$ cat src/rtl/core/rfbd_sqrt_cell.sv
`timescale 1ns / 1ps
// ----------------------------------------------------------------------------
// rfbd_sqrt_cell
// One digit cell of an integer square root: consumes two radicand bits per
// lane and decides one root bit, then registers everything for the next cell.
// ----------------------------------------------------------------------------
module rfbd_sqrt_cell #(
  parameter int N  = 8,   // root bits
  parameter int L  = 1,   // lanes
  parameter int TW = 8    // side data width
) (
  input  logic                      clk,
  input  logic                      rst,
  input  logic                      vld_i,
  input  logic [TW-1:0]             tag_i,
  input  logic [L-1:0][2*N-1:0]     val_i,
  input  logic [L-1:0][N+2:0]       rem_i,
  input  logic [L-1:0][N-1:0]       root_i,
  output logic                      vld_o,
  output logic [TW-1:0]             tag_o,
  output logic [L-1:0][2*N-1:0]     val_o,
  output logic [L-1:0][N+2:0]       rem_o,
  output logic [L-1:0][N-1:0]       root_o
);

  logic [L-1:0][N+2:0] rem_next;
  logic [L-1:0][N-1:0] root_next;

  // trial subtract of (root << 2 | 1) from the shifted remainder
  always_comb begin
    logic [N+2:0] rs;
    logic [N+2:0] trial;
    for (int l = 0; l < L; l++) begin
      rs    = {rem_i[l][N:0], val_i[l][2*N-1:2*N-2]};
      trial = {1'b0, root_i[l], 2'b01};
      if (rs >= trial) begin
        rem_next[l]  = rs - trial;
        root_next[l] = {root_i[l][N-2:0], 1'b1};
      end else begin
        rem_next[l]  = rs;
        root_next[l] = {root_i[l][N-2:0], 1'b0};
      end
    end
  end

  always_ff @(posedge clk) begin
    if (rst) begin
      vld_o <= 1'b0;
    end else begin
      vld_o <= vld_i;
    end
  end

  always_ff @(posedge clk) begin
    tag_o <= tag_i;
    for (int l = 0; l < L; l++) begin
      val_o[l] <= {val_i[l][2*N-3:0], 2'b00};
    end
    rem_o  <= rem_next;
    root_o <= root_next;
  end

endmodule

$ cat src/rtl/core/rfbd_sqrt_chain.sv
`timescale 1ns / 1ps
// ----------------------------------------------------------------------------
// rfbd_sqrt_chain
// Row of N square root cells; one root bit per cell, one item per cycle.
// ----------------------------------------------------------------------------
module rfbd_sqrt_chain #(
  parameter int N  = 8,
  parameter int L  = 1,
  parameter int TW = 8
) (
  input  logic                  clk,
  input  logic                  rst,
  input  logic                  vld_i,
  input  logic [TW-1:0]         tag_i,
  input  logic [L-1:0][2*N-1:0] val_i,
  output logic                  vld_o,
  output logic [TW-1:0]         tag_o,
  output logic [L-1:0][N-1:0]   root_o
);

  logic                  vld  [N+1];
  logic [TW-1:0]         tag  [N+1];
  logic [L-1:0][2*N-1:0] val  [N+1];
  logic [L-1:0][N+2:0]   rem  [N+1];
  logic [L-1:0][N-1:0]   root [N+1];

  assign vld[0]  = vld_i;
  assign tag[0]  = tag_i;
  assign val[0]  = val_i;
  assign rem[0]  = '0;
  assign root[0] = '0;

  for (genvar i = 0; i < N; i++) begin : g_cell
    rfbd_sqrt_cell #(.N(N), .L(L), .TW(TW)) u_cell (
      .clk    (clk),
      .rst    (rst),
      .vld_i  (vld[i]),
      .tag_i  (tag[i]),
      .val_i  (val[i]),
      .rem_i  (rem[i]),
      .root_i (root[i]),
      .vld_o  (vld[i+1]),
      .tag_o  (tag[i+1]),
      .val_o  (val[i+1]),
      .rem_o  (rem[i+1]),
      .root_o (root[i+1])
    );
  end

  assign vld_o  = vld[N];
  assign tag_o  = tag[N];
  assign root_o = root[N];

endmodule

$ cat config.mk
export PLATFORM = sky130hd
export DESIGN_NAME = rfbd_sqrt_chain
export DESIGN_NICKNAME = d
export VERILOG_FILES = /design/src/rtl/core/rfbd_sqrt_cell.sv /design/src/rtl/core/rfbd_sqrt_chain.sv
export SDC_FILE = /design/constraint.sdc
export NUM_CORES = 1
export LEC_CHECK = 0
export ABC_AREA = 1
export BUFFER_PORTS_ARGS = -buffer_cell sky130_fd_sc_hd__buf_2
export CAP_MARGIN = 20
export CORE_UTILIZATION = 61
export CTS_CLUSTER_DIAMETER = 40
export CTS_CLUSTER_SIZE = 12
export DETAILED_ROUTE_END_ITERATION = 10
export PLACE_DENSITY = 0.84
export SYNTH_ARGS = -nofsm -noshare
export SYNTH_HDL_FRONTEND = slang
export SYNTH_SLANG_ARGS = --single-unit
$ cat constraint.sdc
create_clock -name clk -period 4.1 [get_ports clk]
set_input_delay 0.205 -clock clk [delete_from_list [all_inputs] [get_ports clk]]
set_output_delay 0.205 -clock clk [all_outputs]
set_load 0.03 [all_outputs]
==> metrics.md <==
| Metric | Value |
|---|---|
| Status | `completed` |
| Compound-Gate Fraction of Synth Area | `4.51%` |
| Initial Utilization | `63.4%` |
| CP Depth | `10` |
| Final nets | `roughly 940` |
| Final hold violations | `0` |
| Synth Warn # | `0` |
| Num CTS Buffers | `24` |
| Max FO, Critical Path | `14` |
| Maximum vdd ir drop | `0.520 mV` |
| Hold Startpoint | `g_cell[3].u_cell.tag_o[2]` |
| Die area | `12500 µm²` |
| Final routed DRC violation total | `0` |
| Vias per inst | `~5.0` |
| Fmax | `528 MHz` |
| Cell mode on critical path | `nand2_1` |
| Worst Path Arrival | `roughly 2300 ps` |
| Starting DRT DRC Count | `224` |
| Synth Instances | `roughly 780` |
| Post-synthesis mux area share | `0%` |
| Clk Latency, worst-skew pair | `510 ps` |
| Global-route wire length before repair | `between 20000 and 25000 µm` |
| Largest net degree at the start of global routing | `15` |
| Setup_tns | `0 ps` |
| Initial antenna violation count | `0` |
| H-tree depth | `1` |
| CP delay by family, top | `simple AND/OR/NAND/NOR gates` |
| Count of final setup violators | `0` |
| CP max stage delay | `roughly 380 ps` |
| Core footprint | `11600 µm²` |
| Leakage | `roughly 4.5 nW` |
| Reg2reg end | `g_cell[5].u_cell.rem_o[5]` |
| Slew HR | `66.7%` |
| Register area share after synthesis | `roughly three fifths` |
| Synth Area in XOR/XNOR | `under 10%` |
| Hold crit path type | `reg -> reg` |
| Adder-cell share of the synthesized area | `7.00%` |
| Total grt overflow | `0` |
| IO buf count | `43` |
| R2R depth | `10` |
| Vias in the first global route | `5343` |
| I/O pins | `44` |
| Vias | `5070` |
| Largest cells by area after synthesis | `dfxtp_1 60%, nand2_1 9.6%, ha_1 7.0%` |
| Crit path kind | `reg -> reg` |
| RSZ-0062 raised after global routing | `false` |
| Root Driver | `clkbuf_16` |
| Layout area overhead | `18.5%` |
| Filler cells | `between 700 and 800` |
| Clk buf depth | `3` |
| Synth top cells by count | `221 x dfxtp_1, 188 x nand2_1, 131 x inv_1, 41 x ha_1, 40 x nor2_1` |
| DR WL/cell | `~14 µm` |
| WL final | `14100 µm` |
| Final HPWL DP | `8820 µm` |
| GRT Total Usage | `23.7%` |
| Reg2reg setup slack | `2210 ps` |
| Crit path launch type | `flip-flop` |
| Cell variety after synth | `37` |
| Placed Cells | `960` |
| Ant diodes | `0` |
| Tmin final | `1890 ps` |
| Synth async-reset ratio | `0%` |
| Setup crit end kind | `flip-flop` |
| Crit share post-route | `46.2%` |
| Critical path buffers and inverters | `2` |
| Cell chain of the critical path | `inv_1 > ha_1 > o21ai_1 > nand2_1 > nand2_1 > nand2_1 > nor2_4 > inv_1 > nand2_1 > nand2_1` |
| 1st-pass router iterations | `5` |
| Hold WS | `323 ps` |
| CTS tree | `done` |
| Chip width | `112 µm` |
| Largest area contributor in the netlist | `dfxtp_1` |
| Syn Nets | `846` |
| Register bit total from synthesis | `roughly 220` |
| Critical Path Start | `g_cell[4].u_cell.root_o[0]` |
| Worst endpoint required time | `4490 ps` |
| Synth top area share | `60.3%` |
| Die Span Y | `between 100 and 150 µm` |
| Worst-margin pin slew | `498 ps` |
| RR Startpoint | `g_cell[4].u_cell.root_o[0]` |
| Prevailing post-synth register cell | `dfxtp_1` |
| Worst-path clk slew | `about 60 ps` |
| Slowest stage cell, crit path | `ha_1` |
| Worst setup path end | `g_cell[5].u_cell.rem_o[5]` |
| # rows | `39` |
| Average size of a mapped cell | `9.42 µm²` |
| Max-Cap Viols | `0` |
| Share of layout cells above drive strength 1 | `13.3%` |
| Leading cell type by number of instances after synthesis | `dfxtp_1` |
| Synth Area in Simple Gates | `18.9%` |
| Worst Clk Skew | `16.4 ps` |
| EDFF count, synth | `0` |
| Cell Area, Synth | `7330 µm²` |
| RePlAce Congestion | `0.898` |
| Final std cells w/o fill | `1023` |
| Fin. max-slew vios | `0` |
| P per Cell Area | `around 670 nW/µm²` |
| ANT nets after route | `0` |
| CTS sink cnt | `around 220` |
| Main combinational cell family by area after synthesis | `simple AND/OR/NAND/NOR gates` |
state kept, by name (all words and copies together), names as in the netlist:
| register | count |
|---|---|
| g_cell.u_cell.rem_o | 57 |
| g_cell.u_cell.tag_o | 64 |
| g_cell.u_cell.vld_o | 8 |
| g_cell.u_cell.val_o | 56 |
| g_cell.u_cell.root_o | 36 |
metal layers:
metal | track usage [%] | wire length (µm) | vias to the layer above
met5 | 0 | 0 | -
met4 | 9.73 | 431 | 0
met3 | 3.92 | 618 | 35
met2 | 46.5 | 7460 | 139
met1 | 24.6 | 5600 | 2324
li1 | - | - | 2572
power breakdown:
part | switching, mW | total [mW] | internal (mW)
registers | 0.161 | 2.63 | 2.47
clock network | 0.790 | 1.94 | 1.15
logic | 0.762 | 1.23 | 0.463
total | 1.71 | 5.79 | 4.07
metrics by stage:
stage	power (mW)	worst slack, ps	instance area, µm²	util [%]
floorplan	3.56	2580	7330	-
global placement	3.78	2340	7690	66.5
detailed placement	3.84	2280	7690	66.5
CTS	5.79	2220	8690	75.1
global route	6.11	2040	8690	75.1
finish	5.79	2210	8690	75.1
worst register-to-register path, delay by kind of cell, from the launching register on:
| kind | cells | cell delay (ps) |
|---|---|---|
| buffers and inverters | 2 | 200 |
| AO/OA/AOI/OAI | 1 | 130 |
| adder cells (fa/ha/maj) | 1 | 380 |
| flip-flops | 1 | 330 |
| AND/OR/NAND/NOR | 6 | 750 |
layout by cell type (no fill, tap or decap), types with 11 or more instances in the layout:
cell type and n:
a21oi_1 17, buf_2 43, clkbuf_16 24, dfxtp_1 221, dlygate4sd3_1 28, ha_1 41
inv_1 131, nand2_1 188, nand3_1 33, nand4_1 11, nor2_1 40, xor2_1 13
repair_timing:
action / CTS / global route
endpoints found under the hold margin: 33 / 0
resized for setup: 0 / 0
buffers inserted: 0 / 0
hold buffers: 28 / 0
how the worst min path moves through the flow:
stage	slack, ps	cells past startpoint	end
2_1_floorplan	230	0	g_cell[0].u_cell.tag_o[0]
3_3_place_gp	310	1	g_cell[0].u_cell.val_o[6]
3_5_place_dp	310	1	g_cell[0].u_cell.tag_o[5]
4_1_cts	310	2	g_cell[0].u_cell.val_o[12]
5_1_grt	320	2	g_cell[0].u_cell.val_o[5]
6_report	320	0	g_cell[4].u_cell.tag_o[2]
cell type report:
class	instances	area (µm²)	area share [%]
clock buffer	27	622	7.16
clock inverter	8	96.3	1.11
inverter	132	495	5.70
multi-input combinational	421	2370	27.3
sequential	221	4420	50.9
tap	143	179	2.06
timing repair buffer	71	495	5.70
cells by family (layout without fill, tap and decap cells):
logic type,Yosys count,in the layout
compound gates,53,53
xor+xnor,16,16
fa+ha+maj,41,41
buf+inv,136,238
flops,221,221
other cells,1,1
simple gates,310,310
Power figures use the tool's default switching activity.
