<file path="src/rtl/core/rfbd_pkg.sv">
`timescale 1ns / 1ps
// ----------------------------------------------------------------------------
// rfbd_pkg
// Shared constants for the radial falloff brightness deviation block.
// ----------------------------------------------------------------------------
package rfbd_pkg;

  localparam int COORD_BITS_DEF = 12;   // default coordinate width
  localparam int COORD_PORT     = 12;   // width of the column / row ports
  localparam int PIX_BITS       = 8;    // one color channel
  localparam int CFG_BITS       = 13;   // frame size registers
  localparam int CFG_IDX_BITS   = 1;
  localparam int QUOT_BITS      = 8;    // quotient bits of the final divide
  localparam int FRAC_BITS      = 8;    // fixed point fraction bits

  // register indexes
  localparam logic [CFG_IDX_BITS-1:0] REG_FRAME_WIDTH  = 1'b0;
  localparam logic [CFG_IDX_BITS-1:0] REG_FRAME_HEIGHT = 1'b1;

  localparam logic [CFG_BITS-1:0] FRAME_WIDTH_RST  = 13'd640;
  localparam logic [CFG_BITS-1:0] FRAME_HEIGHT_RST = 13'd480;

  localparam logic [PIX_BITS-1:0] FULL_SCALE = 8'd255;

endpackage

</file>
<file path="src/rtl/core/rfbd_div_cell.sv">
`timescale 1ns / 1ps
// ----------------------------------------------------------------------------
// rfbd_div_cell
// One restoring divide cell: decides quotient bit SH by comparing the
// running remainder with the divisor shifted left by SH.
// ----------------------------------------------------------------------------
module rfbd_div_cell #(
  parameter int MW = 24,  // remainder width
  parameter int DW = 16,  // divisor width
  parameter int SH = 0,   // quotient bit handled here
  parameter int TW = 9
) (
  input  logic                               clk,
  input  logic                               rst,
  input  logic                               vld_i,
  input  logic                               live_i,
  input  logic [TW-1:0]                      tag_i,
  input  logic [MW-1:0]                      rem_i,
  input  logic [DW-1:0]                      dvs_i,
  input  logic [rfbd_pkg::QUOT_BITS-1:0]     q_i,
  output logic                               vld_o,
  output logic                               live_o,
  output logic [TW-1:0]                      tag_o,
  output logic [MW-1:0]                      rem_o,
  output logic [DW-1:0]                      dvs_o,
  output logic [rfbd_pkg::QUOT_BITS-1:0]     q_o
);
  import rfbd_pkg::*;

  localparam logic [QUOT_BITS-1:0] QBIT = QUOT_BITS'(1) << SH;

  logic [MW-1:0] step;
  assign step = MW'(dvs_i) << SH;

  always_ff @(posedge clk) begin
    if (rst) begin
      vld_o <= 1'b0;
    end else begin
      vld_o <= vld_i;
    end
  end

  // compare and conditional subtract
  always_ff @(posedge clk) begin
    live_o <= live_i;
    tag_o  <= tag_i;
    dvs_o  <= dvs_i;
    if (rem_i >= step) begin
      rem_o <= rem_i - step;
      q_o   <= q_i | QBIT;
    end else begin
      rem_o <= rem_i;
      q_o   <= q_i;
    end
  end

  // remainder must fall below the step just taken when dividing for real
  a_rem_bound: assert property (@(posedge clk) disable iff (rst)
    vld_o && live_o |-> rem_o < (MW'(dvs_o) << SH))
    else $error("divide remainder above step");

  // bits below this one are still undecided
  a_low_zero: assert property (@(posedge clk) disable iff (rst)
    vld_o && $past(vld_i && q_i == '0) |-> (q_o & (QBIT - QUOT_BITS'(1))) == '0)
    else $error("low quotient bits set early");

  a_rst_clear: assert property (@(posedge clk)
    $past(rst) |-> !vld_o)
    else $error("valid after reset");

endmodule

</file>
<file path="config.mk">
export PLATFORM = sky130hd
export DESIGN_NAME = rfbd_div_cell
export DESIGN_NICKNAME = d
export VERILOG_FILES = /design/src/rtl/core/rfbd_pkg.sv /design/src/rtl/core/rfbd_div_cell.sv
export SDC_FILE = /design/constraint.sdc
export NUM_CORES = 1
export LEC_CHECK = 0
export ABC_AREA = 1
export BUFFER_PORTS_ARGS = -buffer_cell sky130_fd_sc_hd__buf_2
export CAP_MARGIN = 15
export CORE_ASPECT_RATIO = 0.5
export CORE_MARGIN = 3
export CORE_UTILIZATION = 40
export DETAILED_ROUTE_END_ITERATION = 10
export HOLD_SLACK_MARGIN = 0.03
export PLACE_DENSITY = 0.71
export SKIP_LAST_GASP = 1
export SLEW_MARGIN = 20
export SYNTH_ARGS = -nofsm -noshare
export SYNTH_HDL_FRONTEND = slang
export SYNTH_SLANG_ARGS = --single-unit
export TNS_END_PERCENT = 5
</file>
<file path="constraint.sdc">
create_clock -name clk -period 2.1 [get_ports clk]
set_input_delay 0.105 -clock clk [delete_from_list [all_inputs] [get_ports clk]]
set_output_delay 0.105 -clock clk [all_outputs]
set_load 0.1 [all_outputs]
</file>
==> results of run 1 <==
==> routing by layer <==
layer,vias to the layer above,part of all wire [%]
li1,1658,-
met1,1397,48
met2,138,41
met3,10,9.6
met4,0,0.99
met5,-,0
==> worst max-delay path: stages <==
cell,delay [ns]
dlygate4sd3_1,0.55
buf_2,0.13
inv_1,0.04
ha_1,0.35
nand2_2,0.10
nor2_1,0.17
o21ai_1,0.12
nand2_2,0.12
nand2_2,0.08
nand3_2,0.10
inv_2,0.06
buf_12,0.15
nand2_1,0.06
o21ai_0,0.07
==> cell type report <==
class,instances,share of cell area [%]
inverter,77,6.26
sequential,59,25.6
clock inverter,6,1.92
clock buffer,10,5.18
timing repair buffer,180,26.2
tap,92,2.49
multi-input combinational,281,32.4
==> worst max path at each step <==
stage	startpoint	end	slack, ns	depth (start not counted)
floorplan	rem_i[0]	rem_o[13]$_DFF_P_	0.39	13
global placement	rem_i[0]	rem_o[17]$_DFF_P_	0.28	13
detailed placement	rem_i[0]	rem_o[9]$_DFF_P_	0.21	13
CTS	rem_i[12]	rem_o[15]$_DFF_P_	0.03	12
global route	rem_i[13]	rem_o[4]$_DFF_P_	-0.02	13
finish	dvs_i[6]	rem_o[9]$_DFF_P_	0.11	14
==> stage by stage <==
step / instances / setup slack [ns]
floorplan: 421 / 0.390
CTS: 703 / 0.0295
detailed placement: 632 / 0.207
global route: 705 / -0.0215
global placement: 632 / 0.279
finish: 705 / 0.113
==> logic make-up after synthesis <==
family | share of synthesized area, %
simple gates | 32.2
buf+inv | 11.1
flops | 40.6
compound gates | 6.19
fa+ha+maj | 7.57
xor+xnor | 2.41
==> layout by cell type, fill, tap and decap left out, types with 2 or more instances in the layout <==
cell / n
ha_1: 11
buf_2: 119
xor2_1: 2
a21oi_1: 8
nand3b_1: 7
nor2_2: 7
nor2_1: 33
ha_4: 4
nand4_1: 3
dfxtp_1: 59
o21ai_2: 2
a21oi_2: 5
and2_1: 2
nand3_1: 23
bufinv_16: 2
buf_4: 4
inv_1: 76
o21ai_1: 3
nand2_2: 5
clkbuf_16: 9
clkinvlp_4: 2
dlygate4sd3_1: 55
nand2_1: 141
o21ai_0: 11
xnor2_1: 6
==> state kept, by name, indices dropped and copies added, names as in the netlist <==
name / cells
dvs_o: 16
live_o: 1
q_o: 8
rem_o: 24
tag_o: 9
vld_o: 1
==> where the power goes <==
part           leakage (uW)  internal [uW]  switching [uW]  total [uW]
clock              0.000155           1070             519        1590
sequential         0.000497           1230            22.7        1250
combinational       0.00178            351            1170        1520
==> repair_timing <==
action / CTS / global route
setup buffers: 0 / 2
endpoints found under the setup margin: 0 / 23
hold buffers: 55 / 0
endpoints found under the hold margin: 54 / 0
resized for setup: 0 / 21
==> results by group, run 1 <==
Drt
  • DRC errors left: 0
  • Iteration-0 DRC Markers: 249
  • WL per Instance: 12.4 um
  • DRT Pass-1 Iters: 5
  • Routed vias/inst: 4.54
  • Via count: 3,203
  • WL final: 8770 um
  • Number of routed nets with antenna violations: 0

Critical path
  • Critical path peak fanout: 23
  • Setup crit end kind: flip-flop
  • Worst path required time: 2.31 ns
  • CP arrival: 2.20 ns
  • Critical Path Start Type: input pin
  • WS Path Type: in -> reg

Floorplanning
  • Die X: 127 um
  • IO Pins: 120
  • Core area: 6860 um^2
  • Row cnt: 21
  • Die Span Y: 66.3 um
  • Die area: 8390 um^2
  • Initial Util: 42.4%

Timing
  • Fmax achieved: 503 MHz
  • Final Setup Violations: 0
  • Worst-case headroom to the max-slew limit: 66.2%
  • Fin crit period: 1.99 ns
  • Final Max Slew Viols: 0
  • Post-route setup TNS: 0 ns
  • Hold WS: 0.0461 ns
  • Worst-margin pin slew: 0.511 ns
  • Final worst-path cycle share: 94.6%
  • Endpoints failing hold: 0

Final layout
  • ANT cells: 0
  • Final-stage net count: 686
  • Fillers: 593
  • Area of the multi-input gates: 1500 um^2
  • Area growth syn-to-layout: 58.7%
  • Reg area: 1180 um^2
  • End-of-flow core utilization: 67.3%
  • Share of cells above drive strength 1: 27.6%
  • Final instance area: 4620 um^2

Clocking
  • CTS tree: yes
  • Clk pin slew, worst setup/hold paths: 0.05 ns
  • Root Buffer: clkbuf_16
  • TritonCTS Buffers: 9
  • CTS sink cnt: 59
  • H-tree depth: 3
  • Clock Tree Buf Depth: 2

Placement
  • Gpl congestion: 0.912
  • Port buffer count: 119
  • Post-Place Cell Area: 3630 um^2
  • Hpwl dp: 6400 um

Synth
  • Syn_area_per_cell: 6.91 um^2
  • Most common cell in the synthesized netlist: nand2_1
  • Area leader, netlist: dfxtp_1
  • Net count after synthesis: 499
  • Top-area cell type share of the netlist area: 40.6%
  • Main flop type after synthesis: dfxtp_1
  • Post-synthesis register bit count: 59
  • Sequential share of the synthesized area: 40.6%
  • Synth async-reset ratio: 0%
  • Syn Inst Count: 421
  • Mapped cell area: 2910 um^2
  • Synth cell types: 27
  • Synth area leaders: dfxtp_1 41%, nand2_1 19%, inv_1 9.8%
  • YS warnings: 0
  • Top post-synthesis cells by count: 144 x nand2_1, 76 x inv_1, 59 x dfxtp_1
  • EDFF count, synth: 0

Global route
  • Busiest layer in global routing: met2
  • GRT Overall Usage: 21.4%
  • First-pass GRT wire length: 13,900 um
  • Largest net degree at the start of global routing: 24
  • Total gr overflow: 0
  • Vias in the first global route: 2,912
  • Initial antenna violation count: 0
  • Met3 Use GR: 6.94%
  • GR Layer Usage met2: 31.6%
  • M1 GR Usage: 29.5%

Flow run
  • Total of max-cap violations: 0

Hold path
  • Hold_sp: rem_i[15]
  • Hold/Removal Path Class: in -> reg
  • Hold Path End: rem_o[15]$_DFF_P_
  • Hold path cells: 3

Run status
  • Outcome: completed

Power
  • Total Power: 4360 uW
  • VDD IR max: 0.396 mV
  • Power density cells: 944 nW/um^2
  • Pleak: 0.00243 uW
(Power assumes the default switching activity.)
==> inputs of run 2 (changes only) <==
==> constraint.sdc (replaced) <==
create_clock -name clk -period 2.4 [get_ports clk]
set_input_delay 0.12 -clock clk [delete_from_list [all_inputs] [get_ports clk]]
set_output_delay 0.12 -clock clk [all_outputs]
set_load 0.1 [all_outputs]
==> run 2 against run 1 <==
Die area unchanged. First-iteration DRC count down 31%. Sequential cell count unchanged. Non-clock buffer count down 6. Sequential share of layout area up 0.89 points.
==> results by group, run 2 (synthesis gave the netlist of run 1 again) <==
Run status
  • Outcome: completed

Critical path
  • Crit path launch: rem_i[0]
  • Critical path peak fanout: 18
  • CP arrival: 2.39 ns
  • Worst setup path end: rem_o[15]$_DFF_P_
  • Worst path required time: 2.61 ns
  • WS Path Type: in -> reg
  • Setup crit end kind: flip-flop
  • Critical Path Start Type: input pin

Timing
  • Final Setup Violations: 0
  • Setup ws final: 0.214 ns
  • Worst-case headroom to the max-slew limit: 66.1%
  • Final Max Slew Viols: 0
  • Endpoints failing hold: 0
  • Post-route setup TNS: 0 ns
  • Fmax achieved: 458 MHz
  • Worst-margin pin slew: 0.512 ns
  • Final worst-path cycle share: 91.1%
  • Fin crit period: 2.19 ns
  • RSZ-0062 raised after global routing: false

Power
  • VDD IR max: 0.375 mV
  • Power density cells: 845 nW/um^2
  • Switch Pwr: 1450 uW
  • Clock power frac: 36.7%
  • Pleak: 0.00241 uW
  • Switch share: 38.6%
  • Sequential share of power: 29.1%
  • Logic pwr share: 34.2%
  • Internal Power: 2320 uW

Final layout
  • Most common cell after layout, fill and taps aside: nand2_1
  • Largest regs: rem_o x24, dvs_o x16, tag_o x9
  • Reg with most FFs: rem_o
  • Share of cells above drive strength 1: 24.8%
  • Area of the multi-input gates: 1410 um^2
  • Reg area: 1180 um^2
  • Max FFs per register: 24
  • Area growth syn-to-layout: 53.4%
  • Final-stage net count: 680
  • ANT cells: 0
  • Fin cells: 698
  • Commonest cells after routing, fill and taps aside: 144 x nand2_1, 119 x buf_2, 76 x inv_1
  • Final instance area: 4460 um^2
  • Fillers: 635

Clocking
  • Clock Tree Buf Depth: 2
  • H-tree depth: 3
  • CTS sink cnt: 59
  • Root Buffer: clkbuf_16
  • Setup repair bufs after CTS: 0
  • Clk pin slew, worst setup/hold paths: 0.05 ns
  • TritonCTS Buffers: 9
  • CTS tree: yes

Drt
  • Via count: 3,116
  • DRT Pass-1 Iters: 5
  • Iteration-0 DRC Markers: 171
  • WL per Instance: 12.4 um
  • WL final: 8620 um
  • DRC errors left: 0
  • Routed vias/inst: 4.46
  • Number of routed nets with antenna violations: 0

Floorplanning
  • Die X: 127 um
  • Core area: 6860 um^2
  • IO Pins: 120
  • Row cnt: 21
  • Die Span Y: 66.3 um
  • Initial Util: 42.4%
  • Die area: 8390 um^2

Global route
  • First-pass GRT wire length: 14,000 um
  • Total gr overflow: 0
  • Largest net degree at the start of global routing: 19
  • Initial antenna violation count: 0
  • Vias in the first global route: 2,926
  • GRT Overall Usage: 21.3%

Placement
  • Post-Place Cell Area: 3610 um^2
  • Pre-CTS setup slack: 0.309 ns
  • Placed cell count: 631
  • Gpl congestion: 0.922
  • Hpwl dp: 6340 um
  • Port buffer count: 119

Flow run
  • Total of max-cap violations: 0

Hold path
  • Hold/Removal Path Class: in -> reg
==> run 2: cell types whose count changed in the layout (fill, tap and decap cells not counted), moves of 2 or more <==
cell	change
ha_1	+5
nor2_1	+5
nor2_2	-5
ha_4	-4
dlygate4sd3_1	-3
nand2_1	+3
nand2_2	-3
a21oi_1	+2
clkinvlp_4	-2
o21ai_0	+2
o21ai_1	-2
==> run 2: worst max-delay path, cell delays in order <==
cell	delay, ns
dlygate4sd3_1	0.51
buf_2	0.10
inv_1	0.04
ha_1	0.22
fa_2	0.40
nor2_2	0.14
o21ai_1	0.06
nand2_1	0.18
nand2_2	0.10
nand3_2	0.11
inv_4	0.09
buf_4	0.17
nand2_1	0.05
o21ai_0	0.07
==> run 2: final cells by class <==
| class | instances | share of cell area, % |
|---|---|---|
| multi-input combinational | 281 | 31.6 |
| tap | 92 | 2.58 |
| clock inverter | 4 | 1.65 |
| sequential | 59 | 26.5 |
| timing repair buffer | 174 | 25.5 |
| inverter | 77 | 6.53 |
| clock buffer | 11 | 5.66 |
==> run 2: stage by stage <==
stage | utilization (%) | hold slack (ns) | power, uW
after detailed placement | 52.6 | 0.224 | 2330
after floorplan | - | 0.148 | 2100
final | 65.1 | 0.0426 | 3770
after CTS | 65.0 | 0.0309 | 3790
after global routing | 65.1 | 0.0500 | 3940
after global placement | 52.6 | 0.222 | 2330
==> run 2: worst min-delay path by stage <==
stage	from	end	slack, ns	depth (start not counted)
2_1_floorplan	dvs_i[0]	dvs_o[0]$_DFF_P_	0.15	0
3_3_place_gp	q_i[1]	q_o[1]$_DFF_P_	0.22	1
3_5_place_dp	q_i[1]	q_o[1]$_DFF_P_	0.22	1
4_1_cts	rem_i[9]	rem_o[9]$_DFF_P_	0.03	3
5_1_grt	rem_i[8]	rem_o[8]$_DFF_P_	0.05	3
6_report	rem_i[9]	rem_o[9]$_DFF_P_	0.04	3
==> run 2: timing repair <==
action | CTS | global route
setup endpoints to repair | 0 | 8
endpoints found under the hold margin | 51 | 0
resized for setup | 0 | 3
hold buffers | 52 | 0
==> run 2: layer usage <==
metal | global-route usage [%] | wire, um | vias to the layer above
li1 | - | - | 1639
met1 | 29.5 | 4200 | 1354
met2 | 32.8 | 3590 | 119
met3 | 5.89 | 786 | 4
met4 | 4.81 | 39 | 0
met5 | 0 | 0 | -
==> run 2: power groups by stage <==
stage	clock, uW	combinational [uW]	sequential, uW
after floorplan	0	282	1820
after global placement	0	1210	1120
after detailed placement	0	1220	1120
after CTS	1410	1280	1100
after global routing	1470	1370	1110
final	1380	1290	1100
